## config.mk

```make
export PLATFORM = sky130hd
export DESIGN_NAME = big_decimal_range_finder_top_flat
export DESIGN_NICKNAME = d
export VERILOG_FILES = /design/src/rtl/core/bdrf_pkg.sv /design/src/rtl/core/bdrf_ifs.sv /design/src/rtl/core/bdrf_front.sv /design/src/rtl/core/bdrf_back.sv /design/src/rtl/core/big_decimal_range_finder_top.sv /design/src/flat_wrapper.sv
export SDC_FILE = /design/constraint.sdc
export NUM_CORES = 1
export LEC_CHECK = 0
export ABC_AREA = 1
export BUFFER_PORTS_ARGS = -buffer_cell sky130_fd_sc_hd__buf_2
export CAP_MARGIN = 15
export CORE_MARGIN = 5
export CORE_UTILIZATION = 55
export DETAILED_ROUTE_END_ITERATION = 10
export PLACE_DENSITY_LB_ADDON = 0.05
export SYNTH_ARGS = -nofsm -noshare
export SYNTH_HDL_FRONTEND = slang
export SYNTH_SLANG_ARGS = --single-unit
export TNS_END_PERCENT = 20
```

## constraint.sdc

```tcl
create_clock -name clk -period 11.34 [get_ports clk]
set_clock_uncertainty 0.1 [all_clocks]
set_input_delay 0.567 -clock clk [delete_from_list [all_inputs] [get_ports clk]]
set_output_delay 0.567 -clock clk [all_outputs]
set_load 0.01 [all_outputs]
```

## src/rtl/core/bdrf_pkg.sv

```systemverilog
// Shared constants, types and state codes for the decimal range finder.
`default_nettype none

package bdrf_pkg;

  // Digit capacity of each stored number
  localparam int MAX_DIGITS = 32;
  // Width of a length or lead-zero count (holds 0..MAX_DIGITS)
  localparam int LEN_W      = $clog2(MAX_DIGITS + 1);
  // Width of an index into a digit store
  localparam int IDX_W      = (MAX_DIGITS > 1) ? $clog2(MAX_DIGITS) : 1;
  // Difference has one more digit than the operands
  localparam int RES_DEPTH  = MAX_DIGITS + 1;

  localparam logic [3:0] DIGIT_MAX = 4'd9;
  localparam logic [4:0] RADIX     = 5'd10;

  // One classified digit request
  typedef struct packed {
    logic [3:0] digit;
    logic       negative;
    logic       eon;
    logic       eos;
  } token_t;

  // Queue head as seen by the back end
  typedef struct packed {
    logic   valid;
    token_t tok;
  } tokq_t;

  typedef enum logic [5:0] {
    ST_IDLE = 6'b000001,
    ST_SCAN = 6'b000010,
    ST_UPD  = 6'b000100,
    ST_SUB  = 6'b001000,
    ST_RD   = 6'b010000,
    ST_OUT  = 6'b100000
  } state_t;

endpackage

`default_nettype wire

```

## src/rtl/core/bdrf_ifs.sv

```systemverilog
// Valid/ready channel interfaces for digit requests and result digits.
`default_nettype none

interface bdrf_in_if;
  logic       valid;
  logic       ready;
  logic [3:0] digit;
  logic       negative;
  logic       end_of_number;
  logic       end_of_set;

  modport source (output valid, digit, negative, end_of_number, end_of_set, input ready);
  modport sink   (input valid, digit, negative, end_of_number, end_of_set, output ready);
endinterface

interface bdrf_out_if;
  logic       valid;
  logic       ready;
  logic [3:0] result_digit;
  logic       last;
  logic       overflow;

  modport source (output valid, result_digit, last, overflow, input ready);
  modport sink   (input valid, result_digit, last, overflow, output ready);
endinterface

`default_nettype wire

```

## src/rtl/core/bdrf_front.sv

```systemverilog
// Front end: accept digit requests, classify them and buffer them in a short queue.
`default_nettype none

module bdrf_front
  import bdrf_pkg::*;
(
  input  logic   clk,
  input  logic   rst_n,
  bdrf_in_if.sink in_ch,
  output tokq_t  q_o,
  input  logic   q_pop
);

  token_t     ent_r [2];
  logic       wp_r;
  logic       rp_r;
  logic [1:0] cnt_r;
  token_t     tok_c;
  logic       push;
  logic       pop;

  // Clamp the digit and let end of set also end the number
  always_comb begin
    tok_c.digit    = (in_ch.digit > DIGIT_MAX) ? DIGIT_MAX : in_ch.digit;
    tok_c.negative = in_ch.negative;
    tok_c.eon      = in_ch.end_of_number | in_ch.end_of_set;
    tok_c.eos      = in_ch.end_of_set;
  end

  assign in_ch.ready = (cnt_r != 2'd2);
  assign push        = in_ch.valid & in_ch.ready;
  assign pop         = q_pop & (cnt_r != 2'd0);
  assign q_o.valid   = (cnt_r != 2'd0);
  assign q_o.tok     = ent_r[rp_r];

  // Store requests
  always_ff @(posedge clk) begin
    if (push) begin
      ent_r[wp_r] <= tok_c;
    end
  end

  // Advance pointers and fill count
  always_ff @(posedge clk) begin
    if (!rst_n) begin
      wp_r  <= 1'b0;
      rp_r  <= 1'b0;
      cnt_r <= 2'd0;
    end else begin
      if (push) wp_r <= ~wp_r;
      if (pop)  rp_r <= ~rp_r;
      unique case ({push, pop})
        2'b10:   cnt_r <= cnt_r + 2'd1;
        2'b01:   cnt_r <= cnt_r - 2'd1;
        default: cnt_r <= cnt_r;
      endcase
    end
  end

endmodule

`default_nettype wire

```

## src/rtl/core/bdrf_back.sv

```systemverilog
// Back end: store digits, track max and min, subtract and emit the difference.
`default_nettype none

module bdrf_back
  import bdrf_pkg::*;
(
  input  logic        clk,
  input  logic        rst_n,
  input  tokq_t       q_i,
  output logic        q_pop,
  bdrf_out_if.source  out_ch
);

  state_t st_r;

  logic [3:0] cur_mem [MAX_DIGITS];
  logic [3:0] lg_mem  [MAX_DIGITS];
  logic [3:0] sm_mem  [MAX_DIGITS];
  logic [3:0] res_mem [RES_DEPTH];

  logic [LEN_W-1:0] len_r, lz_r, lenl_r, lzl_r, lens_r, lzs_r;
  logic             sgn_r, sgnl_r, sgns_r, seen_r, ovf_r, eos_r;
  logic [LEN_W-1:0] k_r;
  logic             decl_r, gtl_r, decs_r, gts_r;
  logic [LEN_W-1:0] i_r, top_r;
  logic             carry_r;
  logic [3:0]       rd_r;

  logic       out_valid_r, out_last_r, out_ovf_r;
  logic [3:0] out_digit_r;

  logic [LEN_W-1:0] ea, el, es;
  logic [IDX_W-1:0] ac, al, as_;
  logic [3:0]       dc, dl, ds;
  logic             sa, sl, ss;
  logic             mgt_l, mlt_l, mgt_s, mlt_s;
  logic             cur_gt, cur_lt, upd_l, upd_s;
  logic [3:0]       a, b, x, y, v;
  logic [4:0]       need, sum;
  logic             c;
  logic [LEN_W-1:0] top_nxt;
  logic             popped, out_load;

  assign q_pop  = (st_r == ST_IDLE) & q_i.valid;
  assign popped = q_pop;

  // Effective lengths, read addresses and digits
  always_comb begin
    ea  = len_r - lz_r;
    el  = lenl_r - lzl_r;
    es  = lens_r - lzs_r;
    ac  = IDX_W'(lz_r + k_r);
    al  = (st_r == ST_SUB) ? IDX_W'(lenl_r - LEN_W'(1) - i_r) : IDX_W'(lzl_r + k_r);
    as_ = (st_r == ST_SUB) ? IDX_W'(lens_r - LEN_W'(1) - i_r) : IDX_W'(lzs_r + k_r);
    dc  = cur_mem[ac];
    dl  = lg_mem[al];
    ds  = sm_mem[as_];
    sa  = sgn_r  & (ea != '0);
    sl  = sgnl_r & (el != '0);
    ss  = sgns_r & (es != '0);
  end

  // Decide whether the finished number is a new max or min
  always_comb begin
    mgt_l  = (ea != el) ? (ea > el) : (decl_r &  gtl_r);
    mlt_l  = (ea != el) ? (ea < el) : (decl_r & ~gtl_r);
    mgt_s  = (ea != es) ? (ea > es) : (decs_r &  gts_r);
    mlt_s  = (ea != es) ? (ea < es) : (decs_r & ~gts_r);
    cur_gt = (sa != sl) ? ~sa : (sa ? mlt_l : mgt_l);
    cur_lt = (sa != ss) ?  sa : (sa ? mgt_s : mlt_s);
    upd_l  = ~seen_r | cur_gt;
    upd_s  = ~seen_r | cur_lt;
  end

  // One digit of max minus min with carry
  always_comb begin
    a    = (i_r < lenl_r) ? dl : 4'd0;
    b    = (i_r < lens_r) ? ds : 4'd0;
    x    = sl ? b : a;
    y    = sl ? a : b;
    need = {1'b0, y} + {4'd0, carry_r};
    sum  = {1'b0, a} + {1'b0, b} + {4'd0, carry_r};
    if (sl == ss) begin
      if ({1'b0, x} >= need) begin
        v = 4'((({1'b0, x}) - need));
        c = 1'b0;
      end else begin
        v = 4'(({1'b0, x} + RADIX) - need);
        c = 1'b1;
      end
    end else begin
      c = (sum >= RADIX);
      v = c ? 4'(sum - RADIX) : sum[3:0];
    end
    top_nxt = (v != 4'd0) ? i_r : top_r;
  end

  assign out_load = (st_r == ST_OUT) & (~out_valid_r | out_ch.ready);

  // Digit stores and result memory
  always_ff @(posedge clk) begin
    if (popped && (len_r < LEN_W'(MAX_DIGITS))) begin
      cur_mem[IDX_W'(len_r)] <= q_i.tok.digit;
    end
    if (st_r == ST_UPD) begin
      if (upd_l) lg_mem <= cur_mem;
      if (upd_s) sm_mem <= cur_mem;
    end
    if (st_r == ST_SUB) begin
      res_mem[i_r] <= v;
    end
    if (st_r == ST_RD) begin
      rd_r <= res_mem[i_r];
    end
  end

  // Output payload
  always_ff @(posedge clk) begin
    if (out_load) begin
      out_digit_r <= rd_r;
      out_last_r  <= (i_r == '0);
      out_ovf_r   <= ovf_r;
    end
  end

  // Sequencer
  always_ff @(posedge clk) begin
    if (!rst_n) begin
      st_r        <= ST_IDLE;
      len_r       <= '0;
      lz_r        <= '0;
      sgn_r       <= 1'b0;
      lenl_r      <= '0;
      lzl_r       <= '0;
      sgnl_r      <= 1'b0;
      lens_r      <= '0;
      lzs_r       <= '0;
      sgns_r      <= 1'b0;
      seen_r      <= 1'b0;
      ovf_r       <= 1'b0;
      eos_r       <= 1'b0;
      k_r         <= '0;
      decl_r      <= 1'b0;
      gtl_r       <= 1'b0;
      decs_r      <= 1'b0;
      gts_r       <= 1'b0;
      i_r         <= '0;
      top_r       <= '0;
      carry_r     <= 1'b0;
      out_valid_r <= 1'b0;
    end else begin
      // raise the result on load, drop it once taken
      if (out_load) begin
        out_valid_r <= 1'b1;
      end else if (out_ch.ready) begin
        out_valid_r <= 1'b0;
      end
      unique case (st_r)
        ST_IDLE: begin
          if (popped) begin
            if (len_r == '0) sgn_r <= q_i.tok.negative;
            if (len_r < LEN_W'(MAX_DIGITS)) begin
              len_r <= len_r + LEN_W'(1);
              if ((lz_r == len_r) && (q_i.tok.digit == 4'd0)) lz_r <= lz_r + LEN_W'(1);
            end else begin
              ovf_r <= 1'b1;
            end
            if (q_i.tok.eon) begin
              eos_r  <= q_i.tok.eos;
              k_r    <= '0;
              decl_r <= 1'b0;
              decs_r <= 1'b0;
              st_r   <= seen_r ? ST_SCAN : ST_UPD;
            end
          end
        end
        ST_SCAN: begin
          // compare significant digits against max and min
          if (k_r == ea) begin
            st_r <= ST_UPD;
          end else begin
            if (!decl_r && (dc != dl)) begin
              decl_r <= 1'b1;
              gtl_r  <= (dc > dl);
            end
            if (!decs_r && (dc != ds)) begin
              decs_r <= 1'b1;
              gts_r  <= (dc > ds);
            end
            k_r <= k_r + LEN_W'(1);
          end
        end
        ST_UPD: begin
          if (upd_l) begin
            lenl_r <= len_r;
            lzl_r  <= lz_r;
            sgnl_r <= sgn_r;
          end
          if (upd_s) begin
            lens_r <= len_r;
            lzs_r  <= lz_r;
            sgns_r <= sgn_r;
          end
          len_r  <= '0;
          lz_r   <= '0;
          sgn_r  <= 1'b0;
          seen_r <= 1'b1;
          if (eos_r) begin
            i_r     <= '0;
            top_r   <= '0;
            carry_r <= 1'b0;
            st_r    <= ST_SUB;
          end else begin
            st_r <= ST_IDLE;
          end
        end
        ST_SUB: begin
          // subtract from the least significant digit up
          carry_r <= c;
          top_r   <= top_nxt;
          if (i_r == LEN_W'(MAX_DIGITS)) begin
            i_r  <= top_nxt;
            st_r <= ST_RD;
          end else begin
            i_r <= i_r + LEN_W'(1);
          end
        end
        ST_RD: begin
          st_r <= ST_OUT;
        end
        ST_OUT: begin
          if (out_load) begin
            if (i_r == '0) begin
              seen_r <= 1'b0;
              ovf_r  <= 1'b0;
              lenl_r <= '0;
              lzl_r  <= '0;
              sgnl_r <= 1'b0;
              lens_r <= '0;
              lzs_r  <= '0;
              sgns_r <= 1'b0;
              st_r   <= ST_IDLE;
            end else begin
              i_r  <= i_r - LEN_W'(1);
              st_r <= ST_RD;
            end
          end
        end
        default: st_r <= ST_IDLE;
      endcase
    end
  end

  assign out_ch.valid        = out_valid_r;
  assign out_ch.result_digit = out_digit_r;
  assign out_ch.last         = out_last_r;
  assign out_ch.overflow     = out_ovf_r;

endmodule

`default_nettype wire

```

## src/rtl/core/big_decimal_range_finder_top.sv

```systemverilog
// Decimal range finder: streams signed decimal numbers, emits max minus min.
//
// in_ch carries one digit request per handshake, most significant digit first,
// with the sign on the first digit and end_of_number / end_of_set markers.
// out_ch returns the digits of max minus min, most significant first, leading
// zeros suppressed, last set on the final digit and overflow on every digit.
// A two-entry queue parts the front end from the sequencer in the back end.
// Plain digits retire at one per cycle while the back end is idle. A number's
// end scans its significant digits against max and min (not for the first
// number of a set), then updates them. A set's end adds a carry subtraction
// over MAX_DIGITS + 1 positions and one result memory read per result digit.
// While the back end is busy the queue absorbs up to two more requests and
// then lowers in_ch.ready. A stalled receiver holds the result register and
// the sequencer waits on it. Synchronous reset empties the queue, clears all
// lengths, signs and flags and starts a new set; digit stores need no clearing.
`default_nettype none

module big_decimal_range_finder_top
  import bdrf_pkg::*;
(
  input  logic       clk,
  input  logic       rst_n,
  bdrf_in_if.sink    in_ch,
  bdrf_out_if.source out_ch
);

  tokq_t q;
  logic  q_pop;

  bdrf_front u_front (
    .clk   (clk),
    .rst_n (rst_n),
    .in_ch (in_ch),
    .q_o   (q),
    .q_pop (q_pop)
  );

  bdrf_back u_back (
    .clk    (clk),
    .rst_n  (rst_n),
    .q_i    (q),
    .q_pop  (q_pop),
    .out_ch (out_ch)
  );

  // nothing follows the last digit of a difference
  a_last_ends: assert property (@(posedge clk) disable iff (!rst_n)
    out_ch.valid && out_ch.ready && out_ch.last |=> !out_ch.valid)
    else $error("result continued after last digit");

  // result digits stay decimal
  a_digit_range: assert property (@(posedge clk) disable iff (!rst_n)
    out_ch.valid |-> (out_ch.result_digit <= DIGIT_MAX))
    else $error("result digit above nine");

  // reset drops any pending result
  a_reset_clear: assert property (@(posedge clk)
    !rst_n |=> !out_ch.valid)
    else $error("result valid after reset");

endmodule

`default_nettype wire

```

## src/flat_wrapper.sv

```systemverilog
// flat-port wrapper written by rule: the top's interface ports become plain ports
module big_decimal_range_finder_top_flat import bdrf_pkg::*;
  (clk, rst_n, in_ch_valid, in_ch_digit, in_ch_negative, in_ch_end_of_number, in_ch_end_of_set, in_ch_ready, out_ch_valid, out_ch_result_digit, out_ch_last, out_ch_overflow, out_ch_ready);
  bdrf_in_if in_ch_i ();
  bdrf_out_if out_ch_i ();
  input  logic clk;
  input  logic rst_n;
  input wire logic [$bits(in_ch_i.valid)-1:0] in_ch_valid;
  input wire logic [$bits(in_ch_i.digit)-1:0] in_ch_digit;
  input wire logic [$bits(in_ch_i.negative)-1:0] in_ch_negative;
  input wire logic [$bits(in_ch_i.end_of_number)-1:0] in_ch_end_of_number;
  input wire logic [$bits(in_ch_i.end_of_set)-1:0] in_ch_end_of_set;
  output wire logic [$bits(in_ch_i.ready)-1:0] in_ch_ready;
  output wire logic [$bits(out_ch_i.valid)-1:0] out_ch_valid;
  output wire logic [$bits(out_ch_i.result_digit)-1:0] out_ch_result_digit;
  output wire logic [$bits(out_ch_i.last)-1:0] out_ch_last;
  output wire logic [$bits(out_ch_i.overflow)-1:0] out_ch_overflow;
  input wire logic [$bits(out_ch_i.ready)-1:0] out_ch_ready;
  assign in_ch_i.valid = in_ch_valid;
  assign in_ch_i.digit = in_ch_digit;
  assign in_ch_i.negative = in_ch_negative;
  assign in_ch_i.end_of_number = in_ch_end_of_number;
  assign in_ch_i.end_of_set = in_ch_end_of_set;
  assign in_ch_ready = in_ch_i.ready;
  assign out_ch_valid = out_ch_i.valid;
  assign out_ch_result_digit = out_ch_i.result_digit;
  assign out_ch_last = out_ch_i.last;
  assign out_ch_overflow = out_ch_i.overflow;
  assign out_ch_i.ready = out_ch_ready;
  big_decimal_range_finder_top u_core (.clk(clk), .rst_n(rst_n), .in_ch(in_ch_i), .out_ch(out_ch_i));
endmodule
```

==> impl_summary.md, run 1 <==
Status
The run finished with clean final reports.

Power and ir drop
The peak supply drop is 0.4489 mV. The total chip power is 8.727 mW. The standby leakage power is 11.30 nW. Power spread over the standard cell area amounts to 283.2 nW/um2.

Cells and area
The layout-stage area growth over the synthesis result is 10.30%. The count of nets after finishing is 2669. Registers take 17760 um2. The utilization after layout is 0.6142. In the final layout, the share of cells above drive strength 1 is 0.07937. In the final layout, the multi-input gates occupy 9034 um2. Fill cells in the final layout number 4103. The number of antenna cells inserted is 0.

Floorplanning
The area of the die is between 50000 and 60000 um2. The effective utilization at floorplan is 0.5568. In this run the standard cell core region covers about 50000 um2. The number of standard-cell rows in the floorplan is 82. The height of the die is 235.4 um. Measured along the x axis, the die boundary spans 235.4 um. The number of top-level design ports is 19.

Timing
After routing, the total negative slack on setup checks comes to 0 ns. The share of the clock period used by the worst path is 0.7079. Setup violations remaining at the end of the flow were counted as 0. The final number of max-transition violations is 0. The final number of hold-violating endpoints is 0. At the pin with the least slew margin, the transition time is 1.078 ns. Setup repair after global routing left no endpoint under its margin. Timing would allow up to 124.6 MHz.

The clock period could shrink to roughly 8 ns. The worst hold-check slack is 0.05637 ns. The worst pin sits at a relative slew slack of 0.2796.

Synthesis
The mapped netlist covers 27940 um2. The share of the Yosys chip area taken by registers is 0.6356. The async set-reset flop share out of synthesis is 0. The count of warnings emitted by yosys is 0.

Synthesis inferred 617 register bits. Synthesis produced a netlist whose cell count is 2542. The most used flip-flop cell after synthesis is edfxtp_1. The number of synthesized flops with an enable pin is 540. Each instance of the synthesized netlist takes up on average 10.99 um2.

The unique cell type count in the Yosys netlist is 60. The net count after synthesis is about 2700.

Global routing
Across every metal layer, demand over resource in global routing totals 0.2709. The number of global-route vias before repair was 19210. The overall overflow remaining after global route is 0. Entering global routing, the biggest net connects 73 pins.

The first global-routing pass estimated 116200 um of wire. The initial antenna violation count is 0.

Drt
The iteration-0 DRC count of the detailed router is 2197. Summed over all layers, the routed wires come to 76790 um. The pre-antenna-repair detailed-routing pass consisted of 6 iterations. The total number of vias is 19740. The number of antenna-violating nets in the routed design is 0.

In the routed layout, each cell is associated on average with a via count of 6.019. The post-detailed-route wirelength per cell is around 23 um. In the routed design, unresolved DRC markers number 0.

Worst setup path
The maximum net fanout on the critical path is 34. The largest stage delay on the critical path is around 0.67 ns. On the critical path the largest part of the delay comes from simple AND/OR/NAND/NOR gates. STA puts the critical path data arrival time at 8.43 ns.

The cell with the biggest individual delay on the critical path is o21ai_4. The worst setup path is launched from a flip-flop. STA puts the critical path data required time at 11.74 ns. The dominant cell type by count on the critical path is nand2_1.

The combined buffer and inverter count along the critical path is 4. By startpoint and endpoint, the worst setup path is classified as reg -> reg. STA classifies the critical path endpoint as a flip-flop.

Clocking
In this run the number of H-tree levels came out at 2. The post-cts gate resize count is 0. The clock passes through at most 3 buffers.

The tree is rooted in a clkbuf_16. The clock slew at the register clock pins of the worst setup and hold paths is 0.07 ns. The clock latency at the later pin of the worst-skew pair is 0.64 ns. TritonCTS built the clock tree.

The count of hold-fix buffers inserted at cts is 0. In this run the post-CTS setup repair buffer count came out at 0. The total CTS buffers is 60. The number of sinks driven by the clock tree is 617.

Place
At the end of routability-driven placement, the weighted congestion stood at around 0.91. The detailed placement HPWL is 49920 um. The number of port buffers is 18.

Flow run
Across the run, the number of max-cap violations was 0.

Hold path
The class of the tightest hold or removal check is in -> reg.
flip-flops by register name (all words and copies together), names as in the netlist, 14 cells and up, named ones only:
signal	cells
u_core.u_back.lg_mem	128
u_core.u_back.cur_mem	128
u_core.u_front.ent_r	14
u_core.u_back.res_mem	132
u_core.u_back.sm_mem	128
stage by stage:
stage,setup WS [ns],area (um2),instances
5_1_grt,2.805,30810,3280
2_1_floorplan,2.658,27940,2542
3_3_place_gp,3.752,28700,3165
6_report,3.313,30810,3280
4_1_cts,3.438,30800,3279
3_5_place_dp,3.416,28730,3166
placed cells by master (no fill, tap or decap), types with 5 or more instances in the layout:
cell	instances
clkinvlp_4	7
a22o_1	13
nand4_1	27
nand2_1	506
a32o_1	12
fa_1	12
clkbuf_16	63
a211oi_1	21
dfxtp_1	77
nor2_1	210
o22ai_1	14
a22oi_1	39
nand2_2	10
xnor2_1	15
o21ai_0	110
nor3_1	17
inv_2	8
o221ai_1	8
a21oi_1	138
inv_1	191
nor2_4	5
edfxtp_1	540
a221oi_1	14
clkbuf_1	10
buf_4	29
bufinv_16	8
nand3_1	255
o211ai_1	6
buf_2	18
xor2_1	26
a31oi_1	12
clkinv_2	17
nand2_4	6
ha_1	88
clkinv_1	8
synth_stat cells (14+ instances only):
| library cell | instances | area, um2 |
|---|---|---|
| inv_1 | 191 | 716.9 |
| xor2_1 | 26 | 227.7 |
| xnor2_1 | 15 | 131.4 |
| nor3_1 | 22 | 110.1 |
| edfxtp_1 | 540 | 16220 |
| clkbuf_1 | 65 | 244.0 |
| a22oi_1 | 39 | 292.8 |
| nor2_1 | 214 | 803.3 |
| nand3_1 | 255 | 1276 |
| o21ai_0 | 110 | 550.5 |
| nand2_1 | 506 | 1899 |
| nand4_1 | 27 | 168.9 |
| a211oi_1 | 21 | 157.7 |
| a21oi_1 | 138 | 690.7 |
| o22ai_1 | 14 | 87.58 |
| ha_1 | 89 | 1114 |
| a221oi_1 | 14 | 122.6 |
| dfxtp_1 | 77 | 1541 |
where the power goes:
part / leakage (nW) / switching [mW] / internal (mW) / total (mW)
registers: 5.50 / 0.0781 / 3.27 / 3.35
clock network: 1.00 / 0.872 / 1.21 / 2.08
logic: 4.80 / 2.38 / 0.919 / 3.30
total: 11.3 / 3.33 / 5.40 / 8.73
final timing paths:
| check | endpoint | depth (start not counted) | slack (ns) | startpoint |
|---|---|---|---|---|
| worst max-delay path | u_core.u_back.i_r[5]$_SDFFE_PN0P_ | 34 | 3.31 | u_core.u_back.i_r[1]$_SDFFE_PN0P_ |
| worst min-delay path | u_core.u_front.ent_r[1][0]$_DFFE_PP_ | 1 | 0.06 | in_ch_end_of_set |
| worst max register to register | u_core.u_back.i_r[5]$_SDFFE_PN0P_ | 34 | 3.31 | u_core.u_back.i_r[1]$_SDFFE_PN0P_ |
| worst min register to register | u_core.u_back.out_ch.result_digit[0]$_DFFE_PP_ | 0 | 0.33 | u_core.u_back.rd_r[0]$_DFFE_PP_ |
worst reg2reg max path: cells and delay by family (launching register included):
kind	cells	cell delay [ns]
XOR/XNOR	1	0.10
buffers and inverters	4	1.25
AO/OA/AOI/OAI	7	1.90
AND/OR/NAND/NOR	19	2.74
flip-flops	1	0.56
adder cells (fa/ha/maj)	3	1.25
routing by layer:
layer  part of all wire  vias up  global-route usage
li1                   -     9044                   -
met1               0.41     9666              0.3713
met2               0.47      877              0.4484
met3              0.085      155             0.05026
met4              0.031        0             0.07741
met5                  0        -                   0
final cells by class:
| type | count | area share |
|---|---|---|
| clock buffers | 74 | 0.05283 |
| clock inverters | 39 | 0.01433 |
| inverters | 203 | 0.02477 |
| multi-input cells | 1626 | 0.2932 |
| flip-flops and latches | 617 | 0.5763 |
| well taps | 672 | 0.02729 |
| repair buffers | 49 | 0.01137 |
cell families after synthesis:
group / synth area share
flops: 0.6356
simple gates: 0.1636
fa+ha+maj: 0.04846
mux: 0.001881
xor+xnor: 0.01402
compound gates: 0.09320
buf+inv: 0.04322
(Power assumes the default switching activity.)
==> inputs of run 2 (changes only) <==
Clock period 11.34 ns to 6.8 ns, I/O delays scaled along.
==> run 2 against run 1 <==
Utilization grew 0.66 points. Combinational power increased by 72%. Maximum frequency up 26%. Register-to-register slack got worse by 2.9 ns. First-iteration DRC count shrank 5.1%. Design area grew 1.1%. Cell count rose by 1.0%. Hold slack improved by 0.091 ns. Non-clock buffer count rose by 30. Flip-flop and latch count is the same.
==> impl_summary.md, run 2 (same netlist as run 1, synthesis figures left out) <==
Drt
The DRC violations left is 0 (unchanged). The post-detailed-route via-to-cell ratio is 6.048 (+0.48%). The total number of vias was 20040 (+1.5%). The length of the first detailed-routing pass in iterations is 6 (unchanged). The post-detailed-route wirelength per cell is 24.04 um (+2.7%).

The number of antenna-violating nets in the routed design is 0 (unchanged). The iteration-0 DRC count of the detailed router is 2084 (-5.1%). The final wirelength was 79660 um (+3.7%).

Timing
The transition at the pin with the smallest max-transition slack came to 1.042 ns (-0.03576 ns). The final number of max-transition violations was 0 (unchanged). The relative slew slack was 0.3045 (+0.02481). The clock period minus worst slack was 6.357 ns (-1.671 ns). The worst hold-check slack was 0.1472 ns (+0.09086 ns).

The slack of the critical path is 0.4432 ns (-2.869 ns). The sum of negative setup slack is 0 ns (unchanged). The final number of hold-violating endpoints is 0 (unchanged). The share of the clock period used by the worst path is 0.9348 (+0.2269). The final number of setup-violating endpoints came to 0 (unchanged). Setup repair after global routing left no endpoint under its margin.

The highest achievable clock rate was 157.3 MHz (+26%).

Cells and area
The number of antenna cells inserted is 0 (unchanged). The ratio of cells with drive above 1 in the final layout is 0.08365 (+0.004278). Leaving out fill and tap cells, the most frequent cell in the layout is edfxtp_1. The area of all placed cells without fillers is 31150 um2 (+1.1%).

The count of nets after finishing is 2706 (+1.4%). The flip-flop count of the largest register, all copies and words added is 132 (unchanged). The layout-stage area growth over the synthesis result is 11.49%.

The top cell types in the final layout, fill and taps aside, are edfxtp_1, nand2_1, nand3_1, nor2_1, inv_1. The most flop-heavy register is u_core.u_back.res_mem.

Floorplanning
The number of standard-cell rows in the floorplan is 82 (unchanged). The placeable core region was 50170 um2 (unchanged). The area of the die is 55400 um2 (unchanged).

The number of top-level design ports was 19 (unchanged). The horizontal die dimension is 235.4 um (unchanged). The effective utilization at floorplan is 0.5568 (unchanged).

The height of the die came to 235.4 um (unchanged).

Clocking
The maximum buffer depth of the clock tree was 3 (unchanged). The clock slew at the register clock pins of the worst setup and hold paths is 0.06 ns (about the same). The H-tree depth is 3 (+1). The total CTS buffers is 67 (+12%). The clock latency at the later pin of the worst-skew pair came to 0.61 ns (-0.03 ns). The TritonCTS clock tree is yes. The tree is rooted in a clkbuf_16. The number of sinks driven by the clock tree is 617 (unchanged).

Worst setup path
Among all stages on the critical path, the largest delay is contributed by fa_1. The worst path arrival time is 6.78 ns (-1.65 ns). The type of the worst setup path is reg -> reg. The data required time at the worst endpoint is 7.22 ns (-4.52 ns). The largest stage delay on the critical path is 0.55 ns (-0.12 ns).

The kind of capture point of the worst setup path is a flip-flop. The maximum net fanout on the critical path is 17 (-50%). The worst-case register-to-register setup slack is 0.44 ns (-2.87 ns). The worst setup path is launched from a flip-flop.

Global routing
The maximum number of pins on one net before global-route repair is 129 (+77%). The total global-route track usage is 0.2802 (+0.009301). The fraction of met3 tracks used by global routing is 0.05506 (+0.004803). The global routing usage on met2 is 0.4567 (+0.008321). The met1 layer usage reported by global route is 0.3764 (+0.005124). The number of global-route vias before repair is 19690 (+2.5%).

The initial antenna violation count is 0 (unchanged). After global routing, the most crowded layer is met2. The overall overflow remaining after global route is 0 (unchanged). The first-pass GRT wire length is 119400 um (+2.8%).

Power and ir drop
The net switching power was 5.686 mW (+71%). The relative contribution of combinational cells to total power is 0.385 (+0.007). The clock share of power came to 0.238 (about the same).

The cell-internal power is 9.045 mW (+68%). The total chip power is 14.73 mW (+69%). The power density over the cells came to 473.0 nW/um2 (+67%).

The standby leakage power is 11.45 nW (+1.3%). The peak supply drop is 0.7257 mV (+62%). The net switching fraction of the power is 0.3860 (+0.004403). The power share of the sequential group is 0.377 (-0.007).

Place
The pre-CTS setup slack is 0.3049 ns (-3.111 ns). The global placement routability congestion is 0.9233 (+0.97%). The number of port buffers came to 18 (unchanged). The cell area after placement is 28940 um2 (+0.72%). The detailed placement HPWL came to 51920 um (+4.0%).

Status
The run finished with clean final reports.

Hold path
The class of the tightest hold or removal check is in -> reg.

Flow run
The count of max-cap constraint violations is 0 (unchanged).
## run 2: cell types whose count changed in the layout (fill, tap and decap cells not counted), moves of 2 or more
cell and delta:
clkinv_1 +2, clkinvlp_4 -4, clkbuf_1 +11, clkbuf_16 +6, clkinv_2 -9, buf_12 +7
dlygate4sd3_1 +10, bufinv_16 -4, buf_4 +15, inv_6 +4
## run 2: worst max-delay path: cells and delay by family, from the launching register on
| family | cells | cell delay, ns |
|---|---|---|
| DFF | 1 | 0.51 |
| AOI/OAI and AO/OA | 6 | 0.97 |
| and+or+nand+nor | 11 | 1.20 |
| buffers and inverters | 7 | 1.07 |
| xor gates and xnor gates | 2 | 0.31 |
| adders and majority gates | 6 | 2.10 |
## run 2: timing repair
item | CTS | global route
hold buffers | 10 | 0
hold endpoints to repair | 16 | 0
setup buffers | 0 | 2
setup endpoints to repair | 0 | 111
resized for setup | 0 | 6
## run 2: metal layers
metal / wire length [um] / part of all wire
met5: 0 / 0
met4: 3140 / 0.039
met3: 6325 / 0.079
met2: 37840 / 0.47
met1: 32350 / 0.41
## run 2: worst paths after layout
kind | start | endpoint | cells past startpoint
min | rst_n | u_core.u_back.st_r[0]$_SDFFE_PN1P_ | 2
max reg2reg | u_core.u_back.i_r[0]$_SDFFE_PN0P_ | u_core.u_back.i_r[3]$_SDFFE_PN0P_ | 32
min reg2reg | u_core.u_back.ovf_r$_SDFFE_PN0P_ | u_core.u_back.out_ch.overflow$_DFFE_PP_ | 0
max | u_core.u_back.i_r[0]$_SDFFE_PN0P_ | u_core.u_back.i_r[3]$_SDFFE_PN0P_ | 32
## run 2: area by class of cell
type	count	area [um2]
Clock buffer	90	1805
Clock inverter	27	269.0
Fill cell	4020	19020
Inverter	203	769.5
Multi-Input combinational cell	1626	9044
Sequential cell	617	17760
Tap cell	672	840.8
Timing Repair Buffer	79	660.6
## run 2: power by group through the flow
stage | sequential, mW | combinational, mW | clock (mW)
3_3_place_gp | 5.62 | 5.44 | 0
5_1_grt | 5.57 | 6.23 | 3.71
3_5_place_dp | 5.63 | 5.57 | 0
6_report | 5.55 | 5.67 | 3.51
2_1_floorplan | 5.64 | 3.69 | 0
4_1_cts | 5.55 | 5.61 | 3.55
## run 2: metrics by stage
| step | utilization | std cells |
|---|---|---|
| floorplan | - | 2542 |
| global placement | 0.5764 | 3184 |
| detailed placement | 0.5768 | 3185 |
| CTS | 0.6201 | 3312 |
| global route | 0.6208 | 3314 |
| finish | 0.6208 | 3314 |
==> inputs of run 3 (changes only) <==
Settings changed: PLACE_DENSITY set to 0.73, PLACE_DENSITY_LB_ADDON 0.05 to unset, SYNTH_HIERARCHICAL set to 1.
==> run 3 against run 2 <==
Die area rose by 0.16%. Synthesized cell count up 0.20%. Non-clock buffer count fell by 5. Total power is 1.2% lower. Critical endpoint is now u_core/u_back/i_r[4]$_SDFFE_PN0P_. Largest power group unchanged. Critical path depth grew 2.
==> impl_summary.md, run 3 <==
Status
The run finished with clean final reports.

Timing
The final number of hold-violating endpoints came to 0 (unchanged). The clock period minus worst slack is 6.278 ns (-0.07892 ns). The highest achievable clock rate is 159.3 MHz (+1.3%). The transition at the pin with the smallest max-transition slack is 1.116 ns (+0.07430 ns). The slack of the critical path came to 0.5221 ns (+0.07892 ns).

The worst hold-check slack is 0.1837 ns (+0.03649 ns). The final number of max-transition violations is 0 (unchanged). The relative slew slack is 0.2500 (-0.05449). The final number of setup-violating endpoints was 0 (unchanged). The share of the clock period used by the worst path is 0.9232 (-0.01161). Setup repair after global routing left no endpoint under its margin.

Worst setup path
The number of cells traversed by the worst register-to-register path is 34 (+6.3%). The combined buffer and inverter count along the critical path is 5 (-2). The critical register-to-register path startpoint is u_core/u_back/i_r[0]$_SDFFE_PN0P_. STA classifies the critical path startpoint as a flip-flop. The kind of capture point of the worst setup path is a flip-flop.

The largest stage delay on the critical path was 0.48 ns (-0.07 ns). The dominant cell type by count on the critical path is nand2_1. The maximum net fanout on the critical path was 28 (+11). The worst-case register-to-register setup slack was 0.52 ns (+0.08 ns). The family of cells with the greatest summed delay on the critical path is simple AND/OR/NAND/NOR gates. The endpoint identified for the worst register-to-register timing path is u_core/u_back/i_r[4]$_SDFFE_PN0P_.

The type of the worst setup path is reg -> reg. The worst path arrival time was 6.73 ns (-0.05 ns). The data required time at the worst endpoint was 7.25 ns (+0.03 ns).

The cell with the biggest individual delay on the critical path is dfxtp_1.

Synthesis
The number of synthesized flops with an enable pin was 540 (unchanged). The count of warnings emitted by yosys is 6 (+6). The post-synthesis cell count came to 2547 (+0.20%). edfxtp_1 takes more of the synthesized area than any other cell.

The unique cell type count in the Yosys netlist was 57 (-5.0%). Ranked by total cell area, the synthesized netlist is headed by edfxtp_1, nand2_1, dfxtp_1. The area of the mapped netlist was 27980 um2 (+0.17%). The most used flip-flop cell after synthesis is edfxtp_1. Counting instances in the post-synthesis netlist gives the leading cell types as edfxtp_1, nand2_1, nand3_1. The most used standard cell by instance count after synthesis is edfxtp_1. The average size of a mapped cell is 10.99 um2 (about the same). The sequential element share of the synthesized area is 0.6345 (-0.001080). The flip-flop and latch count after synthesis is 617 (unchanged). The async set-reset flop share out of synthesis is 0 (unchanged). The net count after synthesis is 2659 (+0.19%). The top-area cell type share of the netlist area is 0.5795 (-0.0009862).

Cells and area
The ratio of cells with drive above 1 in the final layout is 0.08223 (-0.001421). The flip-flop count of the largest register, all copies and words added is 132 (unchanged). The count of nets after finishing is 2700 (-0.22%).

The area of the multi-input gates was 9109 um2 (+0.72%). The top cell types in the final layout, fill and taps aside, are edfxtp_1, nand2_1, nand3_1, inv_1, nor2_1. The utilization after layout came to 0.6180 (-0.002810). The area of all placed cells without fillers is 31070 um2 (-0.25%).

The library cell used most frequently in the layout, excluding fill and tap cells, is edfxtp_1. The area taken by flip-flops and latches is 17760 um2 (unchanged). The filler cell count was 3960 (-1.5%). The final cell count without fillers is 3311 (-0.091%). The layout-stage area growth over the synthesis result is 11.02%. Ranked by flip-flop count, first place goes to u_core/u_back/res_mem. The number of antenna cells inserted is 0 (unchanged).

Clocking
The TritonCTS clock tree is yes. The total CTS buffers is 59 (-12%). The number of sinks driven by the clock tree is 617 (unchanged).

The clock slew at the register clock pins of the worst setup and hold paths is 0.06 ns (about the same). The H-tree depth is 2 (-1). The tree is rooted in a clkbuf_16.

The maximum buffer depth of the clock tree is 3 (unchanged). The clock latency at the later pin of the worst-skew pair is 0.64 ns (+0.03 ns).

Place
The total placed cells including tap cells is 3189 (+0.13%). The cell area after placement is 29000 um2 (+0.22%). The pre-CTS setup slack is 0.5471 ns (+0.2422 ns). The detailed placement HPWL was 50520 um (-2.7%).

The number of port buffers is 18 (unchanged). The global placement routability congestion was 0.9674 (+4.8%).

Power and ir drop
The relative contribution of combinational cells to total power is 0.391 (+0.006). The power share of the sequential group came to 0.381 (+0.004). The net switching power was 5.621 mW (-1.1%). The clock share of power was 0.228 (-0.010). The cell-internal power was 8.940 mW (-1.2%). The net switching fraction of the power was 0.3860 (about the same). The standby leakage power is 11.34 nW (-0.94%). The peak supply drop was 0.6126 mV (-16%). The power density over the cells is 468.7 nW/um2 (-0.91%).

Flow run
The count of max-cap constraint violations was 0 (unchanged).

Global routing
met2 is the most crowded layer. The initial antenna violation count is 1 (+1). The global routing usage on met2 is 0.4397 (-0.01699). The met1 layer usage reported by global route was 0.3638 (-0.01267). The overall overflow remaining after global route was 0 (unchanged). The maximum number of pins on one net before global-route repair is 129 (unchanged). The number of global-route vias before repair is 19700 (+0.061%). The fraction of met3 tracks used by global routing is 0.04417 (-0.01090). The total global-route track usage came to 0.2679 (-0.01237). The first-pass GRT wire length was 116000 um (-2.9%).

Drt
The length of the first detailed-routing pass in iterations is 7 (+1). The DRC violations left is 0 (unchanged). The iteration-0 DRC count of the detailed router is 2548 (+22%). The final wirelength came to 76400 um (-4.1%). The number of antenna-violating nets in the routed design is 0 (unchanged). The post-detailed-route via-to-cell ratio is 6.143 (+1.6%).

The total number of vias is 20340 (+1.5%). The post-detailed-route wirelength per cell is 23.08 um (-4.0%).

Hold path
The startpoint identified for the worst hold timing path is rst_n. The worst min-delay path endpoint is u_core/u_back/st_r[0]$_SDFFE_PN1P_. The depth of the worst hold-timing path was 2 (unchanged). The worst hold path belongs to the class in -> reg.

Floorplanning
The number of top-level design ports is 19 (unchanged). The number of standard-cell rows in the floorplan is 82 (unchanged). The height of the die came to 235.6 um (about the same). The placeable core region is 50270 um2 (+0.20%). The area of the die is 55490 um2 (+0.16%). The horizontal die dimension is 235.6 um (about the same).

The effective utilization at floorplan is 0.5566 (about the same).
==> run 3: cell count changes in the layout (fill, tap and decap cells not counted), moves of 11 or more <==
cell	change
nor2_1	-39
nor3_1	+21
nand2_1	+32
o21ai_0	-11
nand3_1	+16
a21oi_1	-11
==> run 3: worst max-delay path by stage <==
stage | from | to | slack (ns) | cells past startpoint
floorplan | u_core/u_back/len_r[0]$_SDFFE_PN0P_ | u_core/u_back/sm_mem[0]$_DFFE_PP_ | -1.67 | 17
global placement | u_core/u_back/i_r[0]$_SDFFE_PN0P_ | u_core/u_back/i_r[1]$_SDFFE_PN0P_ | 0.62 | 34
detailed placement | u_core/u_back/i_r[0]$_SDFFE_PN0P_ | u_core/u_back/i_r[5]$_SDFFE_PN0P_ | 0.55 | 34
CTS | u_core/u_back/i_r[0]$_SDFFE_PN0P_ | u_core/u_back/i_r[5]$_SDFFE_PN0P_ | 0.54 | 33
global route | u_core/u_back/i_r[0]$_SDFFE_PN0P_ | u_core/u_back/i_r[1]$_SDFFE_PN0P_ | 0.009 | 35
finish | u_core/u_back/i_r[0]$_SDFFE_PN0P_ | u_core/u_back/i_r[4]$_SDFFE_PN0P_ | 0.52 | 34
==> run 3: per-layer routing <==
layer | share of wire | wire length, um
met2 | 0.48 | 36410
met5 | 0 | 0
met3 | 0.098 | 7518
met4 | 0.039 | 3007
met1 | 0.39 | 29460
==> run 3: area by class of cell <==
| class | count | share of cell area |
|---|---|---|
| tap | 672 | 0.02706 |
| clock inverter | 39 | 0.01313 |
| timing repair buffer | 74 | 0.02086 |
| inverter | 200 | 0.02432 |
| sequential | 617 | 0.5715 |
| multi-input combinational | 1636 | 0.2932 |
| clock buffer | 73 | 0.04990 |
==> run 3: logic make-up (layout without fill, tap and decap cells) <==
group                      after synthesis  after routing  synth area share
adders and majority gates              101            101           0.04838
AOI/OAI and AO/OA                      382            382           0.08495
muxes                                    9              9          0.003622
and+or+nand+nor                       1098           1098            0.1709
buffers and inverters                  294            386           0.04256
DFF                                    617            617            0.6345
xor gates and xnor gates                46             46           0.01507
==> run 3: metrics by stage <==
step	total power, mW	setup TNS, ns
floorplan	9.317	-214.31
global placement	11.04	0
detailed placement	11.19	0
CTS	14.51	0
global route	15.31	0
finish	14.56	0
==> run 3: power groups by stage <==
stage                     combinational (mW)  clock, mW  sequential, mW
final                                   5.69       3.32            5.55
after CTS                               5.61       3.35            5.55
after global routing                    6.22       3.52            5.57
after detailed placement                5.56          0            5.63
after global placement                  5.42          0            5.62
after floorplan                         3.71          0            5.61
==> run 3: timing repair <==
action                                 4_1_cts  5_1_grt
hold buffers                                10        0
gates resized for setup                      0        2
endpoints found under the hold margin       16        0
setup endpoints to repair                    0        4
buffers inserted                             0        0
